--- config.mk ---
export PLATFORM = sky130hd
export DESIGN_NAME = i2c_master_bit_engine
export DESIGN_NICKNAME = d
export VERILOG_FILES = /design/src/i2cm_pkg.sv /design/src/i2c_master_bit_engine.sv /design/src/i2cm_phase_timer.sv /design/src/i2cm_seq.sv
export SDC_FILE = /design/constraint.sdc
export NUM_CORES = 1
export LEC_CHECK = 0
export BUFFER_PORTS_ARGS = -buffer_cell sky130_fd_sc_hd__buf_4
export CAP_MARGIN = 20
export CORE_MARGIN = 1.5
export CORE_UTILIZATION = 50
export DETAILED_ROUTE_END_ITERATION = 16
export PLACE_DENSITY = 0.71
export SYNTH_ARGS = -nofsm -noshare
export SYNTH_HDL_FRONTEND = slang
export SYNTH_SLANG_ARGS = --single-unit
--- constraint.sdc ---
create_clock -name i_clk -period 5.7 [get_ports i_clk]
set_input_delay 0.57 -clock i_clk [delete_from_list [all_inputs] [get_ports i_clk]]
set_output_delay 0.57 -clock i_clk [all_outputs]
set_load 0.005 [all_outputs]
--- src/i2cm_pkg.sv ---
// shared types and constants for the i2c master bit engine
// no dependencies; imported by every module of the block
package i2cm_pkg;

    localparam int unsigned PERIOD_W     = 16;
    localparam logic [PERIOD_W-1:0] PERIOD_RESET = 16'd250;
    localparam int unsigned BYTE_W       = 8;
    localparam int unsigned BIT_IDX_W    = 3;
    localparam logic [BIT_IDX_W-1:0] LAST_BIT = 3'd7;

    typedef enum logic [2:0] {
        CMD_NONE      = 3'd0,
        CMD_START     = 3'd1,
        CMD_RSTART    = 3'd2,
        CMD_STOP      = 3'd3,
        CMD_WRITE     = 3'd4,
        CMD_READ_ACK  = 3'd5,
        CMD_READ_NACK = 3'd6
    } t_cmd;

    typedef enum logic [3:0] {
        PH_IDLE      = 4'd0,
        PH_START_SDA = 4'd1,
        PH_RS_REL    = 4'd2,
        PH_RS_SCL    = 4'd3,
        PH_STOP_LOW  = 4'd4,
        PH_STOP_SCL  = 4'd5,
        PH_BIT_LOW   = 4'd6,
        PH_BIT_HIGH  = 4'd7,
        PH_ACK_LOW   = 4'd8,
        PH_ACK_HIGH  = 4'd9,
        PH_TAIL      = 4'd10
    } t_phase;

    // phase timer controls, already qualified by the input transfer
    typedef struct packed {
        logic enter;
        logic finish;
        logic count;
    } t_tmr_ctl;

    typedef struct packed {
        logic              ack_seen;
        logic [BYTE_W-1:0] rx_byte;
        logic              done_res;
        logic              busy_res;
        logic              sda_out;
        logic              scl_out;
    } t_result;

endpackage

--- src/i2c_master_bit_engine.sv ---
// I2C master bit engine: each input transfer is one tick of the bus sequencer. A tick carries
// an optional command and the sampled SDA level and yields exactly one result transfer with
// the SCL/SDA drive levels and status. One tick is accepted every clock cycle; the only
// limit is the single result register, which frees up when the downstream side takes the
// result in the same cycle. Each bus phase lasts half_period_ticks ticks (zero acts as one).
// Write the period only while no sequence is running. Commands arriving while busy are dropped.
// depends on i2cm_pkg, i2cm_phase_timer, i2cm_seq
module i2c_master_bit_engine
    import i2cm_pkg::*;
(
    input  logic                i_clk,
    input  logic                i_rst_n,
    input  logic                i_cfg_wr_en,
    input  logic [PERIOD_W-1:0] i_cfg_wr_data,
    input  logic                s_axis_tvalid,
    output logic                s_axis_tready,
    input  logic [15:0]         s_axis_tdata,  // command[2:0], tx_byte[10:3], sda_in[11], zero
    output logic                m_axis_tvalid,
    input  logic                m_axis_tready,
    output logic [15:0]         m_axis_tdata   // scl_out[0], sda_out[1], busy_res[2],
                                               // done_res[3], rx_byte[11:4], ack_seen[12], zero
);

    logic      w_step;
    logic      w_phase_end;
    t_tmr_ctl  w_tmr_ctl;
    t_result   w_res;
    t_result   r_out;
    logic      r_out_valid;

    assign s_axis_tready = !r_out_valid || m_axis_tready;
    assign w_step        = s_axis_tvalid && s_axis_tready;

    i2cm_phase_timer u_timer (
        .i_clk         (i_clk),
        .i_rst_n       (i_rst_n),
        .i_cfg_wr_en   (i_cfg_wr_en),
        .i_cfg_wr_data (i_cfg_wr_data),
        .i_ctl         (w_tmr_ctl),
        .o_phase_end   (w_phase_end)
    );

    i2cm_seq u_seq (
        .i_clk       (i_clk),
        .i_rst_n     (i_rst_n),
        .i_step      (w_step),
        .i_command   (s_axis_tdata[2:0]),
        .i_tx_byte   (s_axis_tdata[10:3]),
        .i_sda_in    (s_axis_tdata[11]),
        .i_phase_end (w_phase_end),
        .o_tmr_ctl   (w_tmr_ctl),
        .o_res       (w_res)
    );

    always_ff @(posedge i_clk) begin
        if (!i_rst_n) begin
            r_out_valid <= 1'b0;
        end else if (w_step) begin
            r_out_valid <= 1'b1;
        end else if (m_axis_tready) begin
            r_out_valid <= 1'b0;
        end
    end

    always_ff @(posedge i_clk) begin
        if (w_step) begin
            r_out <= w_res;
        end
    end

    assign m_axis_tvalid = r_out_valid;
    assign m_axis_tdata  = {3'b000, r_out.ack_seen, r_out.rx_byte, r_out.done_res,
                            r_out.busy_res, r_out.sda_out, r_out.scl_out};

`ifndef SYNTHESIS
    a_done_not_busy: assert property (@(posedge i_clk) disable iff (!i_rst_n)
        (r_out_valid && r_out.done_res) |-> !r_out.busy_res)
        else $error("done reported together with busy");

    a_busy_no_timer_ctl_idle: assert property (@(posedge i_clk) disable iff (!i_rst_n)
        !w_step |-> !(w_tmr_ctl.enter || w_tmr_ctl.finish || w_tmr_ctl.count))
        else $error("phase timer moved without an input transfer");

    a_enter_finish_excl: assert property (@(posedge i_clk) disable iff (!i_rst_n)
        $countones({w_tmr_ctl.enter, w_tmr_ctl.finish, w_tmr_ctl.count}) <= 1)
        else $error("conflicting phase timer controls");
`endif

endmodule

--- src/i2cm_phase_timer.sv ---
// phase timer: holds the half period register and counts ticks of the current phase
// depends on i2cm_pkg
module i2cm_phase_timer
    import i2cm_pkg::*;
(
    input  logic                i_clk,
    input  logic                i_rst_n,
    input  logic                i_cfg_wr_en,
    input  logic [PERIOD_W-1:0] i_cfg_wr_data,
    input  t_tmr_ctl            i_ctl,
    output logic                o_phase_end
);

    logic [PERIOD_W-1:0] r_period;
    logic [PERIOD_W-1:0] r_cnt;
    logic [PERIOD_W-1:0] n_cnt;
    logic [PERIOD_W-1:0] w_limit;

    // a period of zero behaves as one
    assign w_limit     = (r_period == '0) ? PERIOD_W'(1) : r_period;
    assign o_phase_end = (r_cnt >= w_limit);

    always_comb begin
        n_cnt = r_cnt;
        if (i_ctl.finish) begin
            n_cnt = '0;
        end else if (i_ctl.enter) begin
            n_cnt = PERIOD_W'(1);
        end else if (i_ctl.count) begin
            n_cnt = r_cnt + PERIOD_W'(1);
        end
    end

    always_ff @(posedge i_clk) begin
        if (!i_rst_n) begin
            r_period <= PERIOD_RESET;
            r_cnt    <= '0;
        end else begin
            if (i_cfg_wr_en) begin
                r_period <= i_cfg_wr_data;
            end
            r_cnt <= n_cnt;
        end
    end

endmodule

--- src/i2cm_seq.sv ---
// line sequencer: phase state machine, bit shifter, line levels and status flags
// depends on i2cm_pkg; paced by i2cm_phase_timer
module i2cm_seq
    import i2cm_pkg::*;
(
    input  logic              i_clk,
    input  logic              i_rst_n,
    input  logic              i_step,
    input  logic [2:0]        i_command,
    input  logic [BYTE_W-1:0] i_tx_byte,
    input  logic              i_sda_in,
    input  logic              i_phase_end,
    output t_tmr_ctl          o_tmr_ctl,
    output t_result           o_res
);

    t_phase                r_state, n_state;
    t_cmd                  r_cmd, n_cmd;
    logic [BIT_IDX_W-1:0]  r_bit_idx, n_bit_idx;
    logic [BYTE_W-1:0]     r_shift, n_shift;
    logic [BYTE_W-1:0]     r_rx, n_rx;
    logic                  r_scl, n_scl;
    logic                  r_sda, n_sda;
    logic                  r_ack, n_ack;
    logic                  w_enter;
    logic                  w_finish;
    logic                  w_read;

    // next phase
    always_comb begin
        n_state  = r_state;
        w_enter  = 1'b0;
        w_finish = 1'b0;
        if (i_step) begin
            if (r_state == PH_IDLE) begin
                unique case (i_command) inside
                    CMD_START:  n_state = PH_START_SDA;
                    CMD_RSTART: n_state = PH_RS_REL;
                    CMD_STOP:   n_state = PH_STOP_LOW;
                    CMD_WRITE, CMD_READ_ACK, CMD_READ_NACK: n_state = PH_BIT_LOW;
                    default:    n_state = PH_IDLE;
                endcase
                w_enter = (n_state != PH_IDLE);
            end else if (i_phase_end) begin
                w_enter = 1'b1;
                unique case (r_state)
                    PH_RS_REL:   n_state = PH_RS_SCL;
                    PH_RS_SCL:   n_state = PH_START_SDA;
                    PH_STOP_LOW: n_state = PH_STOP_SCL;
                    PH_BIT_LOW:  n_state = PH_BIT_HIGH;
                    PH_BIT_HIGH: n_state = (r_bit_idx != LAST_BIT) ? PH_BIT_LOW : PH_ACK_LOW;
                    PH_ACK_LOW:  n_state = PH_ACK_HIGH;
                    PH_ACK_HIGH: n_state = PH_TAIL;
                    default: begin
                        n_state  = PH_IDLE;
                        w_enter  = 1'b0;
                        w_finish = 1'b1;
                    end
                endcase
            end
        end
    end

    assign o_tmr_ctl.enter  = w_enter;
    assign o_tmr_ctl.finish = w_finish;
    assign o_tmr_ctl.count  = i_step && (r_state != PH_IDLE) && !i_phase_end;

    // a new command only counts while idle, otherwise the running one
    assign w_read = (r_state == PH_IDLE)
                  ? ((i_command == CMD_READ_ACK) || (i_command == CMD_READ_NACK))
                  : ((r_cmd == CMD_READ_ACK) || (r_cmd == CMD_READ_NACK));

    // datapath and line levels
    always_comb begin
        n_cmd     = r_cmd;
        n_bit_idx = r_bit_idx;
        n_shift   = r_shift;
        n_rx      = r_rx;
        n_scl     = r_scl;
        n_sda     = r_sda;
        n_ack     = r_ack;

        if (i_step && (r_state == PH_IDLE) && w_enter) begin
            n_cmd     = t_cmd'(i_command);
            n_bit_idx = '0;
            n_shift   = (i_command == CMD_WRITE) ? i_tx_byte : '0;
        end

        if (i_step && (r_state == PH_BIT_HIGH) && i_phase_end) begin
            n_shift   = {r_shift[BYTE_W-2:0], (w_read ? i_sda_in : 1'b0)};
            n_bit_idx = r_bit_idx + BIT_IDX_W'(1);
        end

        if (i_step && (r_state == PH_ACK_HIGH) && i_phase_end && (r_cmd == CMD_WRITE)) begin
            n_ack = !i_sda_in;
        end

        if (w_enter) begin
            case (n_state) inside
                PH_START_SDA: n_sda = 1'b0;
                PH_RS_REL: begin
                    n_scl = 1'b0;
                    n_sda = 1'b1;
                end
                PH_STOP_LOW: begin
                    n_scl = 1'b0;
                    n_sda = 1'b0;
                end
                PH_RS_SCL, PH_STOP_SCL, PH_BIT_HIGH, PH_ACK_HIGH: n_scl = 1'b1;
                PH_BIT_LOW: begin
                    n_scl = 1'b0;
                    n_sda = w_read ? 1'b1 : n_shift[BYTE_W-1];
                end
                PH_ACK_LOW: begin
                    n_scl = 1'b0;
                    n_sda = (n_cmd != CMD_READ_ACK);
                end
                default: n_scl = 1'b0;
            endcase
        end

        if (w_finish) begin
            case (r_cmd) inside
                CMD_STOP: n_sda = 1'b1;
                CMD_START, CMD_RSTART: n_scl = 1'b0;
                default: begin
                    n_scl = 1'b0;
                    n_sda = 1'b1;
                    if (w_read) begin
                        n_rx = r_shift;
                    end
                end
            endcase
        end
    end

    always_ff @(posedge i_clk) begin
        if (!i_rst_n) begin
            r_state   <= PH_IDLE;
            r_cmd     <= CMD_NONE;
            r_bit_idx <= '0;
            r_shift   <= '0;
            r_rx      <= '0;
            r_scl     <= 1'b1;
            r_sda     <= 1'b1;
            r_ack     <= 1'b0;
        end else begin
            r_state   <= n_state;
            r_cmd     <= n_cmd;
            r_bit_idx <= n_bit_idx;
            r_shift   <= n_shift;
            r_rx      <= n_rx;
            r_scl     <= n_scl;
            r_sda     <= n_sda;
            r_ack     <= n_ack;
        end
    end

    assign o_res.scl_out  = n_scl;
    assign o_res.sda_out  = n_sda;
    assign o_res.busy_res = (n_state != PH_IDLE);
    assign o_res.done_res = w_finish;
    assign o_res.rx_byte  = n_rx;
    assign o_res.ack_seen = n_ack;

`ifndef SYNTHESIS
    a_no_done_from_idle: assert property (@(posedge i_clk) disable iff (!i_rst_n)
        (r_state == PH_IDLE) |-> !w_finish)
        else $error("sequence finished while idle");

    a_ack_after_last_bit: assert property (@(posedge i_clk) disable iff (!i_rst_n)
        (r_state == PH_BIT_HIGH && n_state == PH_ACK_LOW) |-> (r_bit_idx == LAST_BIT))
        else $error("ack phase entered before eighth bit");

    a_ack_only_on_write: assert property (@(posedge i_clk) disable iff (!i_rst_n)
        ($past(i_rst_n) && (r_ack != $past(r_ack))) |->
            ($past(r_cmd) == CMD_WRITE && $past(r_state) == PH_ACK_HIGH))
        else $error("ack flag changed outside a write ack clock");
`endif

endmodule

-- Word level (Yosys, flattened, before mapping)
Cells that the tools add are included.
- $add $sub $neg: 2
- magnitude comparators: 1
- equal/unequal tests: 30
- mux-type cells: 52
- bitwise gates (word level): 1
- reductions and logical operators: 30
- operators with widths (kind ; count):
    two-way mux 8 bit ; 7
    two-way mux 1 bit ; 33
    equality test 4 x 3 -> 1 bit (second input constant) ; 7
    case mux 4 bit (7 select lines) ; 1
    two-way mux 4 bit ; 6
    equality test 3 bit (second input constant) ; 6
    adder 16 x 1 -> 16 bit (second input constant) ; 1
    equality test 4 x 2 -> 1 bit (second input constant) ; 4
    equality test 4 bit (second input constant) ; 4
    >= comparator 16 bit ; 1
    zero test 16 bit ; 1
    two-way mux 16 bit ; 1
    equality test 3 x 2 -> 1 bit (second input constant) ; 4
    case mux 3 bit (4 select lines) ; 1
    nonzero test 4 bit ; 3
    logical AND 1 bit ; 10
    two-way mux 3 bit ; 3
    OR reduction 7 bit ; 1
    equality test 3 x 1 -> 1 bit (second input constant) ; 2
    != test 3 bit (second input constant) ; 2
    nonzero test 2 bit ; 3
    OR reduction 3 bit ; 2
    equality test 4 x 1 -> 1 bit (second input constant) ; 1
    zero test 4 bit ; 1
    6 further kinds ; 11
- register bits: 75
- word-level logic and storage cells: 135

-- Depth between registers and ports, before layout
- depth after elaboration: 21
- depth in mapped cells: 12
- depth with buffers taken out: 11

-- Modules after synthesis
A second synthesis with hierarchy kept.
- cells, all modules: 424
- area total of the unflattened synthesis: 3933.8 µm²
- by module, submodules not included (module ; instances ; cells each ; area an instance (µm²) ; seq. area each (µm²)):
    i2cm_phase_timer ; 1 ; 199 ; 1749.2 ; 640.6
    i2cm_seq ; 1 ; 203 ; 1710.4 ; 580.6
    i2c_master_bit_engine ; 1 ; 22 ; 474.2 ; 410.4

-- Least setup slack after synthesis
Ideal clock, no wire load.
- path kind: reg2reg
- start point: reg u_timer.r_period[8]
- end point: reg r_out, in the netlist m_axis_tdata[1] (data pin)
- setup time: 0.253 ns
- data arrival time: 2.719 ns
- data required time: 5.447 ns
- slack: 2.729 ns
- cell stages (with the launch flop): 12
- path buffers: 0
- clock period less this slack: 2.971 ns
- cells stage by stage: dfxtp_1 nor4_1 a41o_1 ha_1 nor2b_1 o211a_1 o31a_1 o31ai_1 mux2_4 o41ai_2 o2111a_1 nor2_1
- longest elaborated chain between the ends: 19
- elaborated cells between the ends (all ways): 39
- classes of those cells: 1 x order compare; 10 x eq/ne; 24 x mux; 4 x reduce/logical
- ends and longest elaborated chain (what ; line ; RTL):
    start, declared ; i2cm_phase_timer.sv:14 ; logic [PERIOD_W-1:0] r_period;
    start signal, assigned ; i2cm_phase_timer.sv:40 ; r_period <= i_cfg_wr_data;
    zero test 16 bit ; i2cm_phase_timer.sv:20 ; assign w_limit = (r_period == '0) ? PERIOD_W'(1) : r_period;
    two-way mux 16 bit (*) ; i2cm_phase_timer.sv:20 ;
    >= comparator 16 bit (*) ; i2cm_phase_timer.sv:21 ; assign o_phase_end = (r_cnt >= w_limit);
    two-way mux 1 bit ; i2cm_seq.sv:44 ; end else if (i_phase_end) begin
    two-way mux 1 bit ; i2cm_seq.sv:35 ; if (r_state == PH_IDLE) begin
    two-way mux 1 bit ; i2cm_seq.sv:34 ; if (i_step) begin
    logical AND 1 bit ; i2cm_seq.sv:83 ; if (i_step && (r_state == PH_IDLE) && w_enter) begin
    two-way mux 3 bit / two-way mux 8 bit (equally long branches) ; i2cm_seq.sv:83 ;
    != test 3 bit / two-way mux 8 bit (equally long branches) ; i2cm_seq.sv:116, i2cm_seq.sv:89 ;
    two-way mux 1 bit (on tied branches) ; i2cm_seq.sv:99, i2cm_seq.sv:112 ;
    two-way mux 1 bit (5 in series) ; i2cm_seq.sv:99 ; case (n_state) inside
    two-way mux 1 bit ; i2cm_seq.sv:98 ; if (w_enter) begin
    two-way mux 1 bit (2 in series) ; i2cm_seq.sv:123 ; case (r_cmd) inside
    two-way mux 1 bit (*) ; i2cm_seq.sv:122 ; if (w_finish) begin
    net u_seq.n_sda ; i2cm_seq.sv:23 ; logic r_sda, n_sda;
    end signal, assigned ; i2c_master_bit_engine.sv:67 ; r_out <= w_res;
    end, declared ; i2c_master_bit_engine.sv:28 ; t_result r_out;
Mark *: on every way through the listed nets, which the timed path passes. The rest lies on a longest branch. The select of a mux whose other input is x is not followed.
A chain may end at the register's enable or synchronous reset.

==> qor.yml <==
final_cell_area_um2: 4490
worst_slack_ns: 2.14
antenna_found_initial: 0
ff2ff_setup_slack_ns: 2.14
worst_pin_slew_ns: 0.966
rsz0062_at_grt: "false"
skew_ns: 0.0131
gr-usage-all-layers: 0.213
synth_top_cell_by_area: "dfxtp_1"
io_pins: 55
synthArstFlopShare: 0
via_count: 3239
gp_congestion: 0.901
hold_path_depth: 3
ff2ff_path_depth: 11
ant_nets: 0
port_buffers: 47
whs_ns: 0.439
critPathLaunchType: "flip-flop"
leakage_nw: 1.87
maxSlewHeadroom: 0.356
clkTransAtPathRegs_ns: 0.08
layout.cells.non_filler: 582
yosysTopAreaCellShare: 0.317
cts_resized: 0
die_h_um: 91.4
htreeDepth: 3
die_x_um: 91.4
tritoncts: "done"
start_util: 0.511
grt_max_degree: 30
ctsHoldBuffers: 0
drc: 0
final-setup-viol-count: 0
powerDensity_nw_per_um2: 250
period_minus_slack_ns: 3.56
critPathMaxFanout: 10
synth_ff_type: "dfxtp_1"
total_power_mw: 1.12
fin_util: 0.587
cts_sinks: 75
syn_avg_cell_area_um2: 8.97
placed_area_um2: 4300
cts_buffers: 9
arrival_ns: 3.81
finalHoldViolCount: 0
finalSetupTns_ns: 0
overflow: 0
yosysSeqAreaShare: 0.417
finalMaxSlewViolations: 0
holdCritStartpoint: "i_cfg_wr_data[4]"
critical_path_class: "reg -> reg"
min_to: "u_timer.r_period[4]"
synth_edf_count: 13
required_ns: 5.95
finalCritPeriodShare: 0.624
synth_area_leaders: "dfxtp_1, edfxtp_1, ha_1"
coreArea_um2: 7650
status: "finished, final reports clean"
grt_pass1_wl_um: 14200
rr_startpoint: "u_timer.r_period[9]"
cap_violations: 0
wirelength_um: 8620
detailedPlace.worstSlack_ns: 2.21
nets: 531
critPathCaptureType: "flip-flop"
post-dp-hpwl_um: 6290
layout-drive-gt1-share: 0.177
clk_path_buf_depth: 2
fmax_ghz: 0.281
area_growth_pct: 14.8
drt-initial-drc-count: 184
cts_root_buffer: "clkbuf_8"
ys.warnings.count: 0
netlist_area_um2: 3910
synthCells: 436
firstDrtPassIters: 4
max-vdd-ir-drop_mv: 0.126
dieArea_um2: 8360
post-cts-setup-buffer-count: 0
clock_latency_ns: 0.36
dp.cells: 565
antenna_cells: 0
ys_ff_latch: 75
rows: 32
via_per_inst: 5.57
grt_pass1_vias: 3018
hp-class: "in -> reg"
wl_per_cell_um: 14.8
synth_cell_types: 63
reg2reg_to: "u_seq.r_rx[5]"
registers in the layout, summed over array words and instances, names as in the netlist:
register,flops
m_axis_tvalid,1
u_seq.r_state,4
u_seq.r_scl,1
u_seq.r_bit_idx,3
u_seq.r_shift,8
m_axis_tdata,13
u_timer.r_cnt,16
u_seq.r_ack,1
u_seq.r_cmd,3
u_timer.r_period,16
u_seq.r_sda,1
u_seq.r_rx,8
worst max-delay path: stages, from the launching register on:
cell      delay (ns)
dfxtp_1         0.35
nor4_1          0.32
a41o_1          0.23
ha_1            0.23
a31oi_1         0.14
nor2b_1         0.09
o31a_1          0.31
nor3_2          0.57
nor3b_2         0.18
o211ai_1        0.45
mux2_2          0.42
and2_1          0.15
kinds of logic after synthesis:
family                   count (synthesis)  synth area share
flip-flops                              75             0.417
other                                    1          0.000959
AO/OA/AOI/OAI                           93             0.162
AND/OR/NAND/NOR                        167             0.220
multiplexers                            23            0.0627
XOR/XNOR                                12            0.0269
adder cells (fa/ha/maj)                 19            0.0608
buffers and inverters                   46            0.0493
metal layers:
layer	global-route usage	vias to the layer above	share of wire
li1	-	1642	-
met1	0.263	1508	0.46
met2	0.359	76	0.48
met3	0.0536	13	0.040
met4	0.0768	0	0.021
met5	0	-	0
how the worst max path moves through the flow:
| stage | start | end | slack [ns] | depth (start not counted) |
|---|---|---|---|---|
| 6_report | u_timer.r_period[9] | u_seq.r_rx[5] | 2.14 | 11 |
| 5_1_grt | u_timer.r_period[9] | u_seq.r_rx[3] | 1.87 | 11 |
| 4_1_cts | u_timer.r_period[9] | u_seq.r_rx[5] | 2.18 | 11 |
| 3_5_place_dp | u_timer.r_period[9] | u_seq.r_rx[2] | 2.21 | 11 |
| 3_3_place_gp | u_timer.r_period[9] | u_seq.r_rx[5] | 2.22 | 11 |
| 2_1_floorplan | u_timer.r_period[8] | m_axis_tdata[1] | 2.73 | 11 |
Yosys cell counts (all sizes together), types with 5 or more instances:
cell    count
nand2      43
edfxtp     13
dfxtp      62
nor3       11
or3         7
a31oi      10
buf         7
xor2        9
mux2i      14
nor2       37
nor4        7
clkbuf     16
mux2        9
nor2b       5
o21ai      17
ha         19
and2       14
a21oi      23
inv        23
nand4      10
o211ai      8
nand3      16
o31ai       5
cell usage in the layout (no fill, tap or decap), types with 3 or more instances in the layout:
master    count
nor3_1        9
and2_1       13
nor2b_1       5
buf_4        48
xor2_1        9
edfxtp_1     13
nand4_1      10
o211ai_1      8
clkbuf_8      9
mux2i_1      14
and3_1        3
ha_1         19
nor4_1        7
dfxtp_1      62
o31ai_1       5
mux2_2        8
o21a_1        3
nand3_1      16
a31oi_1      10
conb_1        3
nand2_1      43
a21oi_1      23
nor2_1       37
nand2b_1      3
inv_1        22
inv_6         3
xnor2_1       3
o21ai_0      16
or3_1         7
power breakdown:
part	internal, mW	leakage, nW	switching (mW)	total (mW)
logic	0.0717	1.15	0.0865	0.158
registers	0.562	0.635	0.0188	0.581
clock network	0.165	0.0886	0.217	0.381
layout make-up:
| class | count | area [um2] |
|---|---|---|
| fillers | 706 | 3160 |
| multi-input cells | 317 | 2090 |
| flip-flops and latches | 75 | 1630 |
| repair buffers | 49 | 368 |
| well taps | 102 | 128 |
| clock buffers | 9 | 124 |
| inverters | 23 | 86.3 |
| clock inverters | 7 | 57.6 |
Power figures use the tool's default switching activity.
